**src/design/stm_pkg.sv**
```systemverilog
// Shared types and constants for the stripe target mapper.
`default_nettype none

package stm_pkg;

  // Request codes on the input channel
  localparam logic CMD_LOAD = 1'b0;
  localparam logic CMD_MAP  = 1'b1;

  // Configuration register indexes
  localparam logic [0:0] CFG_CHUNK_LOG2  = 1'b0;
  localparam logic [0:0] CFG_NUM_TARGETS = 1'b1;

  // Field widths
  localparam int POS_W   = 63;
  localparam int EIDX_W  = 6;
  localparam int EID_W   = 16;
  localparam int SHIFT_W = 5;
  localparam int N_W     = 7;
  localparam int CFG_W   = 7;

  // Remainder pipeline: one quotient bit per step, eight steps per stage
  localparam int Q_W         = 64;
  localparam int STEPS_STAGE = 8;
  localparam int MOD_STAGES  = Q_W / STEPS_STAGE;

  // One request as it travels down the pipeline
  typedef struct packed {
    logic              cmd;
    logic [Q_W-1:0]    q;
    logic [N_W-1:0]    rem;
    logic [EIDX_W-1:0] entry_index;
    logic [EID_W-1:0]  entry_id;
  } stm_item_t;

endpackage : stm_pkg

`default_nettype wire

```
**src/design/stm_ram.sv**
```systemverilog
// Generic single-write, single-read RAM with registered read data.
`default_nettype none

module stm_ram #(
  parameter int WIDTH = 16,
  parameter int DEPTH = 64
) (
  input  wire logic                     clk,
  input  wire logic                     we,
  input  wire logic [$clog2(DEPTH)-1:0] waddr,
  input  wire logic [WIDTH-1:0]         wdata,
  input  wire logic                     re,
  input  wire logic [$clog2(DEPTH)-1:0] raddr,
  output logic      [WIDTH-1:0]         rdata
);

  logic [WIDTH-1:0] mem [DEPTH];

  // Write port
  always_ff @(posedge clk) begin
    if (we) begin
      mem[waddr] <= wdata;
    end
  end

  // Registered read port; hold data between reads
  always_ff @(posedge clk) begin
    if (re) begin
      rdata <= mem[raddr];
    end
  end

endmodule : stm_ram

`default_nettype wire

```
**src/design/stm_mod_stage.sv**
```systemverilog
// One remainder pipeline stage: eight restoring steps of the quotient modulo the target count.
`default_nettype none

module stm_mod_stage
  import stm_pkg::*;
(
  input  wire logic             clk,
  input  wire logic             rst_n,
  input  wire logic [N_W-1:0]   n,
  input  wire logic             up_valid,
  input  wire stm_item_t        up_item,
  output logic                  up_ready,
  output logic                  valid_r,
  output stm_item_t             item_r,
  input  wire logic             down_ready
);

  stm_item_t item_nxt;

  // Shift in one quotient bit per step, subtract the divisor when it fits
  always_comb begin
    logic [N_W:0]   t;
    logic [N_W-1:0] r;
    logic [Q_W-1:0] q;
    item_nxt = up_item;
    r = up_item.rem;
    q = up_item.q;
    for (int i = 0; i < STEPS_STAGE; i++) begin
      t = {r, q[Q_W-1]};
      q = {q[Q_W-2:0], 1'b0};
      if (t >= {1'b0, n}) begin
        t = t - {1'b0, n};
      end
      r = t[N_W-1:0];
    end
    item_nxt.rem = r;
    item_nxt.q   = q;
  end

  // Take a new request when empty or when the next stage takes ours
  assign up_ready = !valid_r || down_ready;

  always_ff @(posedge clk) begin
    if (!rst_n) begin
      valid_r <= 1'b0;
    end else if (up_ready) begin
      valid_r <= up_valid;
    end
  end

  always_ff @(posedge clk) begin
    if (up_ready && up_valid) begin
      item_r <= item_nxt;
    end
  end

endmodule : stm_mod_stage

`default_nettype wire

```
**src/design/stripe_target_mapper_core.sv**
```systemverilog
// Stripe target mapper: position to stripe target index and target ID.
//
// Input channel (in_*): a map request (cmd 1) takes a 63-bit byte position and
// returns target_index = (position >> chunk_size_log2) mod num_targets (clamped
// to one through the table depth) with the target ID stored at that index.
// A load request (cmd 0) writes entry_id into table slot entry_index; no result.
// Output channel (out_*): one result per map request, in request order.
// Configuration (cfg_*): register 0 is chunk_size_log2, register 1 is
// num_targets; write them only while no request is in flight.
// Throughput: one request per cycle while out_stall is low. The pipeline is
// one input stage with the chunk shift, then eight remainder
// stages of eight quotient bits each, and the table read into the output stage.
// Loads write the table at the same pipeline point where maps read it, so
// every map sees exactly the loads accepted before it.
// Reset empties the pipeline and restores the register defaults; table contents
// are undefined until loaded. A stall on out_stall holds the result and lets
// requests close up behind it; in_stall rises only once the pipeline is full.
`default_nettype none

module stripe_target_mapper_core
  import stm_pkg::*;
#(
  parameter int TABLE_DEPTH = 64
) (
  input  wire logic               clk,
  input  wire logic               rst_n,
  input  wire logic               in_valid,
  output logic                    in_stall,
  input  wire logic               in_cmd,
  input  wire logic [POS_W-1:0]   in_position,
  input  wire logic [EIDX_W-1:0]  in_entry_index,
  input  wire logic [EID_W-1:0]   in_entry_id,
  output logic                    out_valid,
  input  wire logic               out_stall,
  output logic      [EIDX_W-1:0]  out_target_index,
  output logic      [EID_W-1:0]   out_target_id,
  input  wire logic               cfg_we,
  input  wire logic [0:0]         cfg_index,
  input  wire logic [CFG_W-1:0]   cfg_wdata
);

  localparam int AW = $clog2(TABLE_DEPTH);
  localparam logic [N_W-1:0] MAX_N = (TABLE_DEPTH > 127) ? 7'd127 : N_W'(TABLE_DEPTH);

  // Configuration registers
  logic [SHIFT_W-1:0] chunk_log2_r;
  logic [N_W-1:0]     num_targets_r;
  logic [N_W-1:0]     eff_n;

  always_ff @(posedge clk) begin
    if (!rst_n) begin
      chunk_log2_r  <= SHIFT_W'(16);
      num_targets_r <= N_W'(1);
    end else if (cfg_we) begin
      case (cfg_index)
        CFG_CHUNK_LOG2:  chunk_log2_r  <= cfg_wdata[SHIFT_W-1:0];
        CFG_NUM_TARGETS: num_targets_r <= cfg_wdata[N_W-1:0];
        default: ;
      endcase
    end
  end

  // Clamp the target count to one through the table depth
  always_comb begin
    eff_n = num_targets_r;
    if (eff_n == '0) begin
      eff_n = N_W'(1);
    end
    if (eff_n > MAX_N) begin
      eff_n = MAX_N;
    end
  end

  // Input stage: drop the in-chunk offset bits
  logic      s0_valid_r;
  stm_item_t s0_item_r;
  stm_item_t s0_item_nxt;
  logic      s0_ready;
  logic      mod_ready [MOD_STAGES+1];
  logic      mod_valid [MOD_STAGES+1];
  stm_item_t mod_item  [MOD_STAGES+1];

  always_comb begin
    s0_item_nxt.cmd         = in_cmd;
    s0_item_nxt.q           = {1'b0, in_position} >> chunk_log2_r;
    s0_item_nxt.rem         = '0;
    s0_item_nxt.entry_index = in_entry_index;
    s0_item_nxt.entry_id    = in_entry_id;
  end

  assign s0_ready = !s0_valid_r || mod_ready[0];
  assign in_stall = !s0_ready;

  always_ff @(posedge clk) begin
    if (!rst_n) begin
      s0_valid_r <= 1'b0;
    end else if (s0_ready) begin
      s0_valid_r <= in_valid;
    end
  end

  always_ff @(posedge clk) begin
    if (s0_ready && in_valid) begin
      s0_item_r <= s0_item_nxt;
    end
  end

  // Remainder pipeline
  assign mod_valid[0] = s0_valid_r;
  assign mod_item[0]  = s0_item_r;

  for (genvar g = 0; g < MOD_STAGES; g++) begin : g_mod
    stm_mod_stage u_stage (
      .clk        (clk),
      .rst_n      (rst_n),
      .n          (eff_n),
      .up_valid   (mod_valid[g]),
      .up_item    (mod_item[g]),
      .up_ready   (mod_ready[g]),
      .valid_r    (mod_valid[g+1]),
      .item_r     (mod_item[g+1]),
      .down_ready (mod_ready[g+1])
    );
  end

  // Table stage: loads write, maps read into the output register
  stm_item_t                  last_item;
  logic                       last_valid;
  logic                       out_ready;
  logic                       consume;
  logic                       ram_we;
  logic                       ram_re;
  logic [EIDX_W+AW-1:0]       waddr_ext;
  logic [N_W+AW-1:0]          raddr_ext;
  logic                       out_valid_r;
  logic [EIDX_W-1:0]          out_target_index_r;

  assign last_item  = mod_item[MOD_STAGES];
  assign last_valid = mod_valid[MOD_STAGES];
  assign out_ready  = !out_valid_r || !out_stall;
  assign mod_ready[MOD_STAGES] = out_ready || (last_item.cmd == CMD_LOAD);
  assign consume    = last_valid && mod_ready[MOD_STAGES];
  assign ram_we     = consume && (last_item.cmd == CMD_LOAD)
                      && (32'(last_item.entry_index) < 32'(TABLE_DEPTH));
  assign ram_re     = consume && (last_item.cmd == CMD_MAP);
  assign waddr_ext  = {{AW{1'b0}}, last_item.entry_index};
  assign raddr_ext  = {{AW{1'b0}}, last_item.rem};

  stm_ram #(
    .WIDTH (EID_W),
    .DEPTH (TABLE_DEPTH)
  ) u_table (
    .clk   (clk),
    .we    (ram_we),
    .waddr (waddr_ext[AW-1:0]),
    .wdata (last_item.entry_id),
    .re    (ram_re),
    .raddr (raddr_ext[AW-1:0]),
    .rdata (out_target_id)
  );

  // Output register; hold while stalled
  always_ff @(posedge clk) begin
    if (!rst_n) begin
      out_valid_r <= 1'b0;
    end else if (out_ready) begin
      out_valid_r <= ram_re;
    end
  end

  always_ff @(posedge clk) begin
    if (ram_re) begin
      out_target_index_r <= last_item.rem[EIDX_W-1:0];
    end
  end

  assign out_valid        = out_valid_r;
  assign out_target_index = out_target_index_r;

  // Checks
  a_no_rw_same_cycle: assert property (@(posedge clk) disable iff (!rst_n)
    !(ram_we && ram_re))
    else $error("table written and read in the same cycle");

  a_accept_fills_s0: assert property (@(posedge clk) disable iff (!rst_n)
    (in_valid && !in_stall) |=> s0_valid_r)
    else $error("accepted request missing from input stage");

  a_stall_only_full: assert property (@(posedge clk) disable iff (!rst_n)
    in_stall |-> (s0_valid_r && mod_valid[1]))
    else $error("input stalled while pipeline has room");

  a_out_from_map: assert property (@(posedge clk) disable iff (!rst_n)
    $rose(out_valid_r) |-> $past(ram_re))
    else $error("result without a map request");

endmodule : stripe_target_mapper_core

`default_nettype wire

```
**config.mk**
```make
export PLATFORM = sky130hd
export DESIGN_NAME = stripe_target_mapper_core
export DESIGN_NICKNAME = d
export VERILOG_FILES = /design/src/design/stm_pkg.sv /design/src/design/stm_ram.sv /design/src/design/stm_mod_stage.sv /design/src/design/stripe_target_mapper_core.sv
export SDC_FILE = /design/constraint.sdc
export NUM_CORES = 2
export LEC_CHECK = 0
export ABC_AREA = 1
export BUFFER_PORTS_ARGS = -buffer_cell sky130_fd_sc_hd__clkbuf_2
export CAP_MARGIN = 20
export CELL_PAD_IN_SITES_DETAIL_PLACEMENT = 1
export CELL_PAD_IN_SITES_GLOBAL_PLACEMENT = 1
export CORE_MARGIN = 2
export CORE_UTILIZATION = 46
export CTS_CLUSTER_DIAMETER = 40
export CTS_CLUSTER_SIZE = 20
export DETAILED_ROUTE_END_ITERATION = 6
export HOLD_SLACK_MARGIN = 0.05
export PLACE_DENSITY = 0.86
export SYNTH_ARGS = -nofsm -noshare
export SYNTH_HDL_FRONTEND = slang
export SYNTH_SLANG_ARGS = --single-unit
```
**constraint.sdc**
```tcl
create_clock -name clk -period 15.2 [get_ports clk]
set_clock_uncertainty 0.2 [all_clocks]
set_input_delay 1.52 -clock clk [delete_from_list [all_inputs] [get_ports clk]]
set_output_delay 1.52 -clock clk [all_outputs]
set_load 0.03 [all_outputs]
```
==> results.py <==
metrics = {
    "synth": {
        "avgSynthCellArea_sq_um": 10.35,
        "synthDominantAreaCellType": "sky130_fd_sc_hd__edfxtp_1",
        "postSynthRegisterBits": 1617,
        "synth.lib_cells_used.distinct": 65,
        "postSynthCellCount": 8263,
        "synthesis.area_sq_um": 85500,
        "post_synth_edffs": 1595,
        "synth_async_sr_flop_share_pct": 0,
        "synth_sequential_area_ratio_pct": 56.53,
        "synth_flop_cell": "sky130_fd_sc_hd__edfxtp_1",
        "yosys.area.top_type_share_pct": 56.02,
        "synth_warnings": 0,
        "yosys-top-cells-area": "sky130_fd_sc_hd__edfxtp_1 56%, sky130_fd_sc_hd__ha_1 6.5%, sky130_fd_sc_hd__nand2_1 6.0%, sky130_fd_sc_hd__o21ai_0 5.5%, sky130_fd_sc_hd__nor2_1 4.1%",
    },
    "grt": {
        "grt_antenna_before_repair": 7,
        "overflow": 0,
        "maximum_number_of_pins_on_one_net_before_global_route_repair": 219,
        "grt_pass1_wl_um": 433900,
        "number_of_global_route_vias_before_repair": 72050,
        "grt.total_usage_pct": 29.67,
    },
    "route": {
        "drt_first_iter_violations": 8250,
        "finalWirelength_um": 310700,
        "ant_nets": 0,
        "route.detailed.drc": 1,
        "routedWlPerCell_um": 27.57,
        "avgViaCountPerCell": 6.284,
        "vias": 70825,
        "drtPass1Iterations": 7,
    },
    "cells_and_area": {
        "post_route_cells_drive_above_1_share_pct": 15.86,
        "fin_util_pct": 53.96,
        "post_layout_nonfiller_instances": 11271,
        "final_nets": 9205,
        "layout-area-overhead-vs-synth_pct": 16.77,
    },
    "worst_setup_path": {
        "setup.worst_path.class": "flop to flop",
        "worst-endpoint-arrival_ns": 15.96,
        "worst-path-max-fanout": 13,
        "crit_path_frequent_cell": "sky130_fd_sc_hd__nand2_1",
        "worst_setup_path_start_kind": "flop",
        "critPathMaxStageDelay_ns": 0.43,
        "setup.worst_path.end_class": "flop",
        "worst_ep_required_time_ns": 15.72,
        "worst_path_max_delay_cell": "sky130_fd_sc_hd__dfxtp_2",
    },
    "floorplan": {
        "core-area_sq_um": 185000,
        "fp.dieH_um": 435.1,
        "row_count": 158,
        "start_util_pct": 46.21,
        "die_x_um": 435.1,
        "io_pins": 123,
        "floorplan.die_area_sq_um": 189300,
    },
    "placed_design": {
        "hpwlAfterDp_um": 178100,
        "placement.io_buffers": 122,
        "dpl_worst_slack_ns": -1.215,
        "gp_congestion": 0.9005,
        "place.detailed.instances": 10715,
    },
    "timing": {
        "timing_worst_slew_pin_value_ns": 1.393,
        "rsz_0062_raised_after_global_routing": "true",
        "setup_viol": 14,
        "final.period_utilization_pct": 101.6,
        "timing.final.max_slew_violations": 0,
        "slew_headroom_pct": 6.785,
        "timing.final.crit_period_ns": 15.44,
        "finalHoldViolCount": 0,
        "max_clock_freq_ghz": 0.06477,
        "postLayoutSetupSlackWorst_ns": -0.2402,
    },
    "clock_tree": {
        "cts-root-buf": "sky130_fd_sc_hd__clkbuf_16",
        "h-tree-depth": 4,
        "tritoncts.num_buffers": 216,
        "hold_buffers": 0,
        "clock-sinks": 1617,
        "clkLatencyLatePin_ns": 0.94,
        "worst_setup_hold_path_clk_slew_ns": 0.06,
        "tritoncts_clock_tree": "yes",
        "clock_tree.buffer_depth": 3,
    },
    "flow_run": {
        "number_of_maximum_capacitance_violations": 0,
    },
    "run_status": {
        "failing_checks": "design-rule violations, negative setup slack",
        "status": "finished with violations",
    },
    "min_path": {
        "hold_class": "flop to flop",
    },
}
[routing by layer]
layer | up-vias | track usage, % | part of all wire, %
met5 | - | 0 | 0.026
met1 | 34772 | 36.81 | 36
met3 | 1449 | 5.763 | 9.9
met4 | 12 | 14.52 | 6.6
met2 | 4709 | 49.63 | 47
li1 | 29883 | - | -
[stage by stage]
step | instance area, sq um | hold slack [ns] | setup TNS (ns)
after floorplan | 85520 | 0.2003 | 0
after global placement | 89380 | 0.2004 | -2.587
after detailed placement | 89380 | 0.2052 | -36.52
after CTS | 97660 | 0.1597 | -0.3912
after global routing | 99840 | 0.1689 | -22.53
final | 99840 | 0.1611 | -1.576
[sequential cells by signal, indices dropped and copies added (netlist names)]
register	cells
u_table.mem	1024
g_mod.u_stage.item_r	463
mod_item	86
u_table.rdata	16
g_mod.u_stage.valid_r	8
num_targets_r	7
out_target_index	6
chunk_log2_r	5
out_valid	1
s0_valid_r	1
[area by class of cell]
type / count / area, sq um
clock inverter: 179 / 2301
sequential: 1617 / 48350
antenna: 1 / 2.502
clock buffer: 228 / 5450
tap: 2480 / 3103
fill: 19801 / 85200
timing repair inverter: 1 / 6.256
multi-input combinational: 5640 / 34880
inverter: 708 / 2721
timing repair buffer: 417 / 3023
[final timing paths]
kind,to,cells past startpoint,startpoint,slack [ns]
setup reg to reg,g_mod[5].u_stage.item_r[27],87,num_targets_r[6],-0.24
setup / recovery,g_mod[5].u_stage.item_r[27],87,num_targets_r[6],-0.24
hold / removal,g_mod[3].u_stage.item_r[2],0,g_mod[2].u_stage.item_r[2],0.16
hold reg to reg,g_mod[3].u_stage.item_r[2],0,g_mod[2].u_stage.item_r[2],0.16
[cells in the mapped netlist, drive strengths merged, types with 38 or more instances]
cell type / n
xor2: 169
ha: 442
o22ai: 274
edfxtp: 1595
nand2: 1444
xnor2: 107
inv: 704
o21ai: 1032
fa: 63
buf: 38
nor3: 43
nand3: 400
a21oi: 304
o21bai: 39
clkbuf: 265
nor2: 958
nand4: 78
[cell families after synthesis]
family                   count (synthesis)  synth area share (%)
AO/OA/AOI/OAI                         1833                 12.15
other                                    1              0.004386
flip-flops                            1617                 56.53
AND/OR/NAND/NOR                       2988                 15.62
buffers and inverters                 1011                 4.554
XOR/XNOR                               276                 2.827
multiplexers                            32                0.3746
adder cells (fa/ha/maj)                505                 7.943
[layout by cell type, fill, tap and decap left out, types with 169 or more instances in the layout]
cell type	Yosys	routed
sky130_fd_sc_hd__edfxtp_1	1595	1595
sky130_fd_sc_hd__nand2_1	1372	1348
sky130_fd_sc_hd__nor2_1	924	884
sky130_fd_sc_hd__o21ai_0	944	875
sky130_fd_sc_hd__inv_1	675	660
sky130_fd_sc_hd__ha_1	442	399
sky130_fd_sc_hd__nand3_1	322	314
sky130_fd_sc_hd__o22ai_1	274	274
sky130_fd_sc_hd__buf_4	5	273
sky130_fd_sc_hd__a21oi_1	267	234
sky130_fd_sc_hd__clkbuf_16	0	217
sky130_fd_sc_hd__xor2_1	169	169
[critical path, delay by kind of cell (launching register included)]
family,cells,cell delay (ns)
buffers and inverters,11,1.67
AOI/OAI and AO/OA,28,5.17
and+or+nand+nor,40,4.94
DFF,1,0.43
adders and majority gates,8,2.84
[timing repair]
action	CTS	global route
gates resized for setup	115	293
cloned	2	4
pin swaps	23	102
setup endpoints to repair	55	55
buffers inserted	22	110
Power is not shown: default switching activity piles up to over one toggle a cycle in this logic, so the estimate is an artifact.
